$ cat src/design/psi_pkg.sv
// Package for the pointer speed and intensity block.
// Holds the datapath command codes, the control and status structs and fixed constants.
// Depends on nothing; psi_if, psi_dp, psi_ctrl and the top level use it by scoped names.
`timescale 1ns / 1ps

package psi_pkg;

    localparam int SPEED_W = 24;
    localparam int CFG_IDX_W = 4;
    localparam int CFG_DATA_W = 16;

    localparam logic [CFG_IDX_W-1:0] CFG_ENABLE = 4'd0;
    localparam logic [CFG_IDX_W-1:0] CFG_SENS   = 4'd1;
    localparam logic [CFG_IDX_W-1:0] CFG_MIN    = 4'd2;
    localparam logic [CFG_IDX_W-1:0] CFG_MAX    = 4'd3;

    localparam logic [15:0] RST_SENS = 16'd32768;
    localparam logic [15:0] RST_MIN  = 16'd2048;
    localparam logic [15:0] RST_MAX  = 16'd6144;

    localparam logic [31:0] GAP_MAX = 32'd999;
    localparam logic [SPEED_W-1:0] SPEED_MAX = 24'hFFFFFF;
    localparam logic [16:0] ONE_Q16 = 17'd65536;
    localparam logic [15:0] ONE_Q12 = 16'd4096;
    localparam logic [9:0] DEN_THOUSAND = 10'd1000;
    localparam logic [4:0] POW_TOP_BIT = 5'd16;

    // Reciprocals give exact floor division by 10 and by 125 over the operand ranges used.
    localparam logic [27:0] SMOOTH_RECIP = 28'd214748365;
    localparam logic [23:0] FACT_RECIP = 24'd8589935;
    localparam logic [SPEED_W-1:0] FACT_SAT = 24'd256000;

    typedef enum logic [3:0] {
        OP_NONE,
        OP_SQUARE,
        OP_SQRT_DIST,
        OP_DIV_INST,
        OP_DIV_SMOOTH,
        OP_SMOOTH,
        OP_DIV_FACT,
        OP_FACT,
        OP_POW_MUL,
        OP_SQRT_R,
        OP_POW_ROOT,
        OP_INTENS,
        OP_OUT
    } t_op;

    typedef struct packed {
        t_op op;
    } t_cmd;

    typedef struct packed {
        logic update;
        logic done;
        logic enable;
        logic f_zero;
        logic f_one;
        logic k_zero;
    } t_stat;

endpackage

$ cat src/design/psi_ctrl.sv
// Controller state machine that sequences the datapath through one item.
// Depends on psi_pkg; talks to psi_dp by command and status structs.
`timescale 1ns / 1ps

module psi_ctrl (
    input  logic           i_clk,
    input  logic           i_rst_n,
    input  logic           i_accept,
    input  logic           i_out_ready,
    input  psi_pkg::t_stat i_stat,
    output psi_pkg::t_cmd  o_cmd,
    output logic           o_in_ready,
    output logic           o_out_valid
);
    typedef enum logic [3:0] {
        ST_IDLE,
        ST_CHECK,
        ST_SQUARE,
        ST_SQRT_D,
        ST_DIV_I,
        ST_DIV_S,
        ST_SMOOTH,
        ST_DIV_F,
        ST_FACT,
        ST_DECIDE,
        ST_MUL,
        ST_SQRT_R,
        ST_ROOT,
        ST_INT,
        ST_DONE
    } t_state;

    t_state        r_state;
    psi_pkg::t_cmd r_cmd;
    logic          r_in_ready;
    logic          r_out_valid;

    always_ff @(posedge i_clk) begin
        if (!i_rst_n) begin
            r_state <= ST_IDLE;
            r_cmd.op <= psi_pkg::OP_NONE;
            r_in_ready <= 1'b1;
            r_out_valid <= 1'b0;
        end else begin
            r_cmd.op <= psi_pkg::OP_NONE;
            if (r_cmd.op == psi_pkg::OP_OUT) begin
                r_out_valid <= 1'b1;
            end else if (i_out_ready) begin
                r_out_valid <= 1'b0;
            end
            unique case (r_state)
                ST_IDLE: begin
                    if (i_accept) begin
                        r_in_ready <= 1'b0;
                        r_state <= ST_CHECK;
                    end
                end
                ST_CHECK: begin
                    if (i_stat.update) begin
                        r_cmd.op <= psi_pkg::OP_SQUARE;
                        r_state <= ST_SQUARE;
                    end else begin
                        r_cmd.op <= psi_pkg::OP_DIV_FACT;
                        r_state <= ST_DIV_F;
                    end
                end
                ST_SQUARE: begin
                    r_cmd.op <= psi_pkg::OP_SQRT_DIST;
                    r_state <= ST_SQRT_D;
                end
                ST_SQRT_D: begin
                    if (i_stat.done) begin
                        r_cmd.op <= psi_pkg::OP_DIV_INST;
                        r_state <= ST_DIV_I;
                    end
                end
                ST_DIV_I: begin
                    if (i_stat.done) begin
                        r_cmd.op <= psi_pkg::OP_DIV_SMOOTH;
                        r_state <= ST_DIV_S;
                    end
                end
                ST_DIV_S: begin
                    r_cmd.op <= psi_pkg::OP_SMOOTH;
                    r_state <= ST_SMOOTH;
                end
                ST_SMOOTH: begin
                    r_cmd.op <= psi_pkg::OP_DIV_FACT;
                    r_state <= ST_DIV_F;
                end
                ST_DIV_F: begin
                    r_cmd.op <= psi_pkg::OP_FACT;
                    r_state <= ST_FACT;
                end
                ST_FACT: begin
                    r_state <= ST_DECIDE;
                end
                ST_DECIDE: begin
                    if (!i_stat.enable || i_stat.f_zero || i_stat.f_one) begin
                        r_cmd.op <= psi_pkg::OP_INTENS;
                        r_state <= ST_INT;
                    end else begin
                        r_cmd.op <= psi_pkg::OP_POW_MUL;
                        r_state <= ST_MUL;
                    end
                end
                ST_MUL: begin
                    if (i_stat.k_zero) begin
                        r_cmd.op <= psi_pkg::OP_INTENS;
                        r_state <= ST_INT;
                    end else begin
                        r_cmd.op <= psi_pkg::OP_SQRT_R;
                        r_state <= ST_SQRT_R;
                    end
                end
                ST_SQRT_R: begin
                    if (i_stat.done) begin
                        r_cmd.op <= psi_pkg::OP_POW_ROOT;
                        r_state <= ST_ROOT;
                    end
                end
                ST_ROOT: begin
                    r_cmd.op <= psi_pkg::OP_POW_MUL;
                    r_state <= ST_MUL;
                end
                ST_INT: begin
                    r_state <= ST_DONE;
                end
                ST_DONE: begin
                    if (!r_out_valid || i_out_ready) begin
                        r_cmd.op <= psi_pkg::OP_OUT;
                        r_in_ready <= 1'b1;
                        r_state <= ST_IDLE;
                    end
                end
                default: begin
                    r_state <= ST_IDLE;
                end
            endcase
        end
    end

    assign o_cmd = r_cmd;
    assign o_in_ready = r_in_ready;
    assign o_out_valid = r_out_valid;
endmodule

$ cat config.mk
export PLATFORM = sky130hd
export DESIGN_NAME = psi_ctrl
export DESIGN_NICKNAME = d
export VERILOG_FILES = /design/src/design/psi_pkg.sv /design/src/design/psi_ctrl.sv
export SDC_FILE = /design/constraint.sdc
export NUM_CORES = 1
export LEC_CHECK = 0
export ABC_AREA = 1
export ABC_CLOCK_PERIOD_IN_PS = 3500
export BUFFER_PORTS_ARGS = -buffer_cell sky130_fd_sc_hd__buf_2
export CORE_AREA = 2 2 39 41
export CTS_CLUSTER_DIAMETER = 30
export DETAILED_ROUTE_END_ITERATION = 6
export DIE_AREA = 0 0 41 43
export HOLD_SLACK_MARGIN = 0.05
export MAX_ROUTING_LAYER = met4
export PLACE_DENSITY = 0.75
export SYNTH_ARGS = -nofsm -noshare
export SYNTH_HDL_FRONTEND = slang
export SYNTH_SLANG_ARGS = --single-unit
$ cat constraint.sdc
create_clock -name i_clk -period 3.5 [get_ports i_clk]
set_clock_uncertainty 0.15 [all_clocks]
set_input_delay 0.35 -clock i_clk [delete_from_list [all_inputs] [get_ports i_clk]]
set_output_delay 0.35 -clock i_clk [all_outputs]
set_load 0.005 [all_outputs]
==> results of run 1 <==
==> metrics by stage <==
step	util, %	instance area (µm²)	total power [µW]	worst slack (ps)
2_1_floorplan	-	663	377	2240
3_3_place_gp	53.2	736	433	2000
3_5_place_dp	53.2	736	437	1990
4_1_cts	54.8	758	517	1960
5_1_grt	54.8	758	566	1790
6_report	54.8	758	517	1930
==> path summary, 6_finish.rpt <==
| check | from | to | slack, ps | cells after the start |
|---|---|---|---|---|
| worst max-delay path | r_state[3] | r_state[1] | 1930 | 8 |
| worst min-delay path | i_rst_n | o_in_ready | 160 | 2 |
| worst max register to register | r_state[3] | r_state[1] | 1930 | 8 |
| worst min register to register | o_in_ready | o_in_ready | 330 | 2 |
==> kinds of logic (layout without fill, tap and decap cells) <==
kind of cell / Yosys count / after routing / synth area share [%]
AND/OR/NAND/NOR: 62 / 62 / 41.5
buffers and inverters: 19 / 35 / 13.0
flip-flops: 10 / 10 / 30.2
AO/OA/AOI/OAI: 18 / 18 / 15.3
==> worst max-delay path: cells and delay by family (launching register included) <==
| family | cells | cell delay (ps) |
|---|---|---|
| AND/OR/NAND/NOR | 6 | 650 |
| flip-flops | 1 | 500 |
| AO/OA/AOI/OAI | 1 | 130 |
| buffers and inverters | 1 | 50 |
==> report_power, final <==
group,leakage [µW],internal (µW),total (µW),switching [µW]
logic,0.000309,93.1,251,158
registers,0.0000818,146,187,40.2
clock network,0.0000138,39.7,79.6,39.9
total,0.000405,279,517,238
==> flip-flops by register name (all words and copies together) (netlist names) <==
signal,cells
o_cmd,4
o_in_ready,1
o_out_valid,1
r_state,4
==> final cells by class <==
| type | instances | area share (%) |
|---|---|---|
| Sequential cell | 10 | 26.4 |
| Timing Repair Buffer | 15 | 9.90 |
| Clock buffer | 3 | 2.97 |
| Multi-Input combinational cell | 80 | 49.7 |
| Inverter | 17 | 8.42 |
| Tap cell | 16 | 2.64 |
==> Yosys cell counts <==
cell and n:
a21boi_1 1, inv_1 12, nand3_1 10, nand2_1 26, a21oi_1 8, nor3_1 2
o21ai_0 5, inv_2 4, nor2_1 14, dfxtp_1 10, o211ai_1 1, a21oi_2 1
nand3b_1 2, a31oi_1 2, clkinv_1 1, buf_6 2, nand2_2 4, nor2_2 3
nand4_1 1
==> per-layer routing <==
metal / vias up / wire, µm
met2: 41 / 835
met5: - / 0
met3: 7 / 116
met4: 0 / 51
met1: 324 / 722
li1: 385 / -
==> flow_summary_export.csv, run 1 <==
group,metric,value,unit
pwr,p_per_area,682,mW/mm²
detailed_routing,via_per_inst,5.37,
placement,io_buffers,15,
clocking,cts_resized,0,
clocking,post_cts_buffers,0,
layout,layout.nets,137,
layout,syn2layout_area_growth,14.3,%
layout,layout_common_cells,"nand2_1, buf_2, nor2_1",
die,core,0.00138,mm²
detailed_routing,firstDrtPassIters,5,
detailed_routing,ant_nets,0,
flow_run,drv_cap,0,
yosys,yosys_register_bits,10,
yosys,yosysTopAreaCell,"dfxtp_1",
timing,relSlewSlack,79.9,%
setup_path,crit_path_frequent_cell,"nand2_2",
timing,finalHoldViolCount,0,
die,initial_core_util,47.9,%
clocking,worstSkewPairLatency,270,ps
layout,drive_above_1_share,24.0,%
timing,setup_violations,0,
timing,fmax,637,MHz
placement,gp_congestion,1.04,
placement,dp_hpwl,1370,µm
detailed_routing,dr.first_iter.drc_count,43,
yosys,synth_cell_types,19,
timing,hold-worst-slack,158,ps
timing,period_share,44.9,%
timing,tightest_slew,302,ps
clocking,cts_buffer_depth,2,
global_routing,met2_usage,41.3,%
hold_path,hp-class,"in -> reg",
setup_path,critPathCaptureType,"flip-flop",
detailed_routing,routed_wl,1730,µm
timing,drv_slew,0,
layout,multiInputGateArea,377,µm²
global_routing,grt_pass1_wl,2950,µm
layout,fin_cells,141,
clocking,cts_inserted_buffers,3,
timing,period_needed,1570,ps
yosys,yosys_warnings,0,
layout,fillers,145,
clocking,clock-root-buffer,"clkbuf_4",
yosys,yosys.area.top_type_share,30.2,%
die,die_x,41,µm
setup_path,cp_slowest_cell,"dfxtp_1",
setup_path,path_cells,"nand2_1 > nor2_2 > nand2_2 > nand2_2 > inv_2 > nand2_2 > nand2_1 > a21oi_1",
pwr,peakVddDrop,276,µV
clocking,clock_sinks,10,
timing,finalSetupTns,0,ps
yosys,yosysSeqAreaShare,30.2,%
setup_path,crit_fanout,8,
detailed_routing,dr_total_vias,757,
die,die-area,0.00176,mm²
yosys,syn_nets,119,
global_routing,busiest_layer,"met2",
layout,seq_area,200,µm²
global_routing,grt_max_degree,9,
die,io_pins,16,
timing,rsz0062_at_grt,"no",
setup_path,max_stage_delay,500,ps
layout,antenna_cells,0,
clocking,path_clk_slew,70,ps
detailed_routing,drc,0,
clocking,h-tree-depth,1,
pwr,p_leak,0.000405,µW
global_routing,grt-ovfl-total,0,
run_status,outcome,"complete, no violations",
global_routing,grt_util_all_layers,25.4,%
clocking,cts_tree,"built",
setup_path,worstPathArrival,1610,ps
yosys,syn_inst,109,
global_routing,met1_usage,29.8,%
yosys,synth_area_leaders,"dfxtp_1, nand2_1, nor2_1, nand3_1, inv_1",
detailed_routing,wl_per_cell,12.2,µm
global_routing,antenna_found_initial,0,
yosys,synth_area,663,µm²
layout,mostFrequentLayoutCell,"nand2_1",
setup_path,cp.required,3540,ps
die,die_h,43,µm
global_routing,grt_pass1_vias,667,
die,fp-row-count,14,
setup_path,worstSetupStartpointType,"flip-flop",
global_routing,grt_util_met3,1.57,%
yosys,syn_area_per_cell,6.08,µm²
placement,dp_cells,138,
clocking,postCtsHoldBufs,0,
setup_path,path_class,"reg -> reg",
Power figures use the tool's default switching activity.
==> inputs of run 2 (changes only) <==
Settings changed: ABC_AREA 1 to 0, ABC_CLOCK_PERIOD_IN_PS 3500 to 1400, CORE_AREA 2 2 39 41 to not set, CORE_MARGIN set to 2, CORE_UTILIZATION set to 46, DIE_AREA 0 0 41 43 to not set, PLACE_DENSITY 0.75 to 0.72.
Clock period 3.5 ns to 1.4 ns, I/O delays scaled along.
==> run 2 against run 1 <==
Compared with the run above:
- via count rose by 4.2%
- non-clock buffer count rose by 20
- flip-flop and latch count did not move
- cell count fell by 5.7%
- cell area rose by 38%
- sequential power rose by 120%
- clock power rose to 3.3 times the previous value
- critical endpoint is now r_state[0]
- the flow now finishes with violations (negative setup slack)
- largest cell class unchanged
==> flow_summary_export.csv, run 2 <==
group,metric,value,unit
clocking,clock-root-buffer,"clkbuf_4",
pwr,switching_share,39.0,%
timing,rsz0062_at_grt,"yes",
placement,io_buffers,15,
setup_path,worstPathArrival,1700,ps
setup_path,ff2ff_path_depth,4,
pwr,p_per_area,1760,mW/mm²
setup_path,worstSetupStartpointType,"flip-flop",
layout,seq_area,205,µm²
layout,layout_common_cells,"buf_2, buf_4, a21oi_1, dfxtp_1, nor3_1",
layout,multiInputGateArea,514,µm²
flow_run,drv_cap,0,
global_routing,grt_pass1_vias,688,
layout,fillers,110,
yosys,yosys_warnings,0,
detailed_routing,routed_wl,1970,µm
timing,hold-worst-slack,144,ps
pwr,power.switching,719,µW
pwr,seq_power_share,22.7,%
detailed_routing,dr.first_iter.drc_count,31,
timing,finalWorstSetupSlack,-240,ps
timing,finalSetupTns,-1020,ps
placement,dp_hpwl,1290,µm
detailed_routing,wl_per_cell,14.8,µm
setup_path,critPathCaptureType,"flip-flop",
setup_path,cp_slowest_cell,"or4_4",
global_routing,grt-ovfl-total,0,
yosys,synthTopCellsByCount,"dfxtp_1, a21oi_1, nor2_1, nor3_1",
die,io_pins,16,
detailed_routing,ant_nets,0,
die,fp-row-count,14,
setup_path,crit_fanout,5,
timing,finalHoldViolCount,0,
setup_path,worst-path-buf-inv,0,
die,initial_core_util,47.6,%
layout,syn2layout_area_growth,48.9,%
detailed_routing,firstDrtPassIters,4,
setup_path,path_cells,"or4_4 > o32ai_4 > or2_4 > o311a_1",
clocking,h-tree-depth,1,
run_status,outcome,"finished, violations left",
clocking,path_clk_slew,70,ps
layout,drive_above_1_share,53.0,%
yosys,synth_area,701,µm²
yosys,synth_cell_types,37,
hold_path,whs_endpoint,"o_cmd[3]",
yosys,yosysTopAreaCell,"dfxtp_1",
yosys,syn_area_per_cell,8.24,µm²
yosys,syn_nets,95,
layout,layout.nets,128,
yosys,yosysSeqAreaShare,28.6,%
timing,setup_violations,7,
pwr,clockPowerShare,14.3,%
detailed_routing,drc,0,
timing,period_needed,1640,ps
timing,tightest_slew,463,ps
timing,drv_slew,0,
global_routing,grt_util_all_layers,21.7,%
setup_path,path_delay_family,"simple AND/OR/NAND/NOR gates",
pwr,combPwrFrac,63.0,%
placement,gp_congestion,0.805,
setup_path,path_class,"reg -> reg",
clocking,cts_buffer_depth,2,
clocking,cts_tree,"built",
timing,relSlewSlack,68.9,%
hold_path,hp-class,"in -> reg",
die,die_h,43.0,µm
hold_path,worstHoldStart,"i_stat[4]",
yosys,yosys.area.top_type_share,28.6,%
pwr,finalPower,1840,µW
detailed_routing,via_per_inst,5.93,
die,core,0.00147,mm²
pwr,p_leak,0.000418,µW
run_status,violations,"negative setup slack",
die,die-area,0.00185,mm²
clocking,worstSkewPairLatency,270,ps
yosys,synth_area_leaders,"dfxtp_1, a21oi_1, a2111oi_4, o32ai_4, nor3_1",
layout,utilization,70.9,%
placement,place_worst_setup_slack,-228,ps
setup_path,max_stage_delay,560,ps
clocking,clock_sinks,10,
global_routing,grt_max_degree,20,
hold_path,whs_path_depth,3,
yosys,synth_edf_count,0,
detailed_routing,dr_total_vias,789,
setup_path,r2r-end,"r_state[0]",
pwr,peakVddDrop,782,µV
clocking,cts_inserted_buffers,3,
layout,antenna_cells,0,
global_routing,antenna_found_initial,0,
die,die_x,43.0,µm
yosys,yosys_register_bits,10,
setup_path,r2r_setup_slack,-240,ps
yosys,synthArstFlopShare,0,%
global_routing,grt_pass1_wl,3000,µm
setup_path,r2r-start,"r_state[3]",
timing,fmax,610,MHz
yosys,syn_inst,85,
pwr,power.internal,1120,µW
timing,period_share,117,%
setup_path,cp.required,1460,ps
yosys,yosysMostFrequentCell,"dfxtp_1",
yosys,ys.flop_type,"dfxtp_1",
==> run 2: cell types whose count changed after synthesis, moves of 3 or more <==
cell	previous run	this run
nor3_1	2	5
nand3_1	10	4
nand2_1	26	4
clkbuf_1	0	3
nand2b_1	0	3
nand2_2	4	0
nor2_2	3	0
nor2_1	14	6
inv_2	4	1
o22ai_1	0	3
inv_1	12	3
==> run 2: power groups by stage <==
stage	registers, µW	clock network [µW]	logic [µW]
floorplan	399	0	644
global placement	409	0	972
detailed placement	412	0	975
CTS	411	266	981
global route	428	276	1240
finish	417	263	1160
==> run 2: per-layer routing <==
metal / share of wire [%] / up-vias / global-route usage [%]
met4: 2.4 / 0 / 9.70
li1: - / 382 / -
met3: 4.3 / 8 / 4.26
met5: 0 / - / -
met2: 48 / 26 / 35.2
met1: 46 / 373 / 26.0
==> run 2: area by class of cell <==
type / instances / area share [%]
inverter: 4 / 1.44
tap: 16 / 1.92
clock buffer: 4 / 3.48
timing repair buffer: 35 / 24.2
multi-input combinational: 64 / 49.3
sequential: 10 / 19.7
==> run 2: per-stage QoR <==
step	instance area, µm²	std cells
2_1_floorplan	708	85
3_3_place_gp	897	125
3_5_place_dp	897	125
4_1_cts	967	132
5_1_grt	1040	133
6_report	1040	133
==> run 2: repair_timing <==
item / 4_1_cts / 5_1_grt
setup endpoints to repair: 8 / 9
pin swaps: 2 / 5
hold buffers: 3 / 0
endpoints found under the hold margin: 4 / 0
resized for setup: 3 / 17
setup buffers: 0 / 1
==> run 2: worst register-to-register path, delay by kind of cell, from the launching register on <==
family	cells	cell delay, ps
compound gates	2	330
simple gates	2	760
flops	1	340
==> run 2: how the worst max path moves through the flow <==
stage,end,cells past startpoint,startpoint,slack (ps)
after floorplan,r_state[2],5,r_state[0],-210
after global placement,r_state[0],4,r_state[1],-210
after detailed placement,r_state[0],4,r_state[3],-230
after CTS,r_state[0],4,r_state[3],-220
after global routing,r_state[2],4,r_state[3],-300
final,r_state[0],4,r_state[3],-240
==> run 2: logic make-up (layout without fill, tap and decap cells) <==
| family | Yosys count | after routing | synth area share [%] |
|---|---|---|---|
| DFF | 10 | 10 | 28.6 |
| and+or+nand+nor | 32 | 32 | 26.3 |
| AOI/OAI and AO/OA | 32 | 32 | 37.5 |
| buffers and inverters | 11 | 43 | 7.68 |
==> inputs of run 3 (changes only) <==
Settings changed: ABC_CLOCK_PERIOD_IN_PS 1400 to 1600, CORE_UTILIZATION 46 to 51, PLACE_DENSITY 0.72 to 0.76.
Clock period 1.4 ns to 1.6 ns, I/O delays scaled along.
==> run 3 against run 2 <==
Compared with the run above:
- the flow still finishes with violations (negative setup slack)
- non-clock buffer count shrank 5
- cell count shrank 4.5%
- critical path type unchanged
- power shrank 24%
- flip-flop and latch count is the same
- largest cell class unchanged
- worst setup slack gained 230 ps
- routed wire length shrank 12%
==> flow_summary_export.csv, run 3 (synthesis gave the netlist of run 2 again) <==
group,metric,value,unit
setup_path,cp.required,1590,ps
global_routing,grt_pass1_vias,593,
timing,drv_slew,0,
die,die-area,0.00169,mm²
clocking,cts_inserted_buffers,3,
layout,final_area,917,µm²
timing,finalHoldViolCount,0,
timing,period_needed,1610,ps
clocking,worstSkewPairLatency,270,ps
detailed_routing,dr_total_vias,745,
detailed_routing,wl_per_cell,13.7,µm
clocking,cts_buffer_depth,2,
timing,fmax,621,MHz
layout,utilization,71.4,%
clocking,clock_sinks,10,
pwr,finalPower,1410,µW
timing,relSlewSlack,72.2,%
die,core,0.00128,mm²
detailed_routing,ant_nets,0,
setup_path,path_class,"reg -> reg",
timing,rsz0062_at_grt,"yes",
layout,fillers,95,
global_routing,grt_util_all_layers,25.1,%
detailed_routing,dr.first_iter.drc_count,18,
timing,finalWorstSetupSlack,-10.9,ps
pwr,peakVddDrop,1000,µV
global_routing,grt_pass1_wl,2590,µm
layout,antenna_cells,0,
setup_path,critPathCaptureType,"flip-flop",
die,fp-row-count,13,
clocking,h-tree-depth,1,
clocking,clock-root-buffer,"clkbuf_4",
layout,drive_above_1_share,40.2,%
layout,mostFrequentLayoutCell,"buf_2",
clocking,post_cts_buffers,0,
placement,dp_hpwl,1290,µm
placement,placed_area,868,µm²
setup_path,crit_fanout,5,
setup_path,worstSetupStartpointType,"flip-flop",
hold_path,hp-class,"in -> reg",
clocking,path_clk_slew,70,ps
pwr,p_leak,0.000384,µW
timing,period_share,101,%
flow_run,drv_cap,0,
die,io_pins,16,
run_status,violations,"negative setup slack",
detailed_routing,via_per_inst,5.87,
layout,layout_common_cells,"buf_2, buf_4, a21oi_1",
detailed_routing,drc,0,
pwr,p_per_area,1530,mW/mm²
timing,setup_violations,2,
global_routing,grt-ovfl-total,0,
run_status,outcome,"finished, violations left",
detailed_routing,firstDrtPassIters,4,
layout,syn2layout_area_growth,30.9,%
setup_path,worstPathArrival,1600,ps
detailed_routing,routed_wl,1740,µm
layout,layout.nets,123,
placement,io_buffers,15,
timing,tightest_slew,417,ps
timing,hold-worst-slack,63.2,ps
placement,gp_congestion,0.857,
global_routing,antenna_found_initial,0,
global_routing,grt_max_degree,19,
die,die_h,41.1,µm
clocking,cts_tree,"built",
die,initial_core_util,54.5,%
die,die_x,41.1,µm
run 3: critical path: stages (launching register included):
cell and delay [ps]:
dfxtp_2 340, or4_4 560, o32ai_4 170, or2_4 200, a2111oi_4 60
run 3: layout make-up:
class                      count  area [µm²]  area share (%)
multi-input combinational     64         454            49.5
sequential                    10         203            22.1
timing repair buffer          30         190            20.7
clock buffer                   4        36.3            3.96
tap                           15        18.8            2.05
inverter                       4        15.0            1.64
run 3: power by group:
group	internal, µW	total (µW)	switching, µW
sequential	310	365	54.9
clock	138	230	91.5
combinational	411	812	402
total	859	1410	548
run 3: through the flow:
stage / std cells / setup TNS (ps) / setup WS, ps
CTS: 127 / -18.2 / -13.2
finish: 127 / -21.4 / -10.9
floorplan: 85 / -15.3 / -14.5
global route: 127 / -147 / -51.3
global placement: 122 / -52.1 / -29.2
detailed placement: 122 / -109 / -48.9
run 3: layer usage:
layer	share of wire, %	GRT usage, %
met1	43	27.2
met2	50	41.8
met3	6.2	9.78
met4	1.0	7.50
met5	0	-
run 3: final timing paths:
check / startpoint / end / slack (ps) / cells after the start
max: r_state[3] / r_state[2] / -10 / 4
min: i_accept / o_in_ready / 60 / 4
max reg2reg: r_state[3] / r_state[2] / -10 / 4
min reg2reg: o_cmd[3] / o_out_valid / 320 / 2
run 3: timing repair:
| action | 4_1_cts | 5_1_grt |
|---|---|---|
| endpoints found under the hold margin | 2 | 0 |
| hold buffers | 1 | 0 |
| resized for setup | 2 | 1 |
| endpoints found under the setup margin | 3 | 4 |
| pin swaps | 2 | 1 |
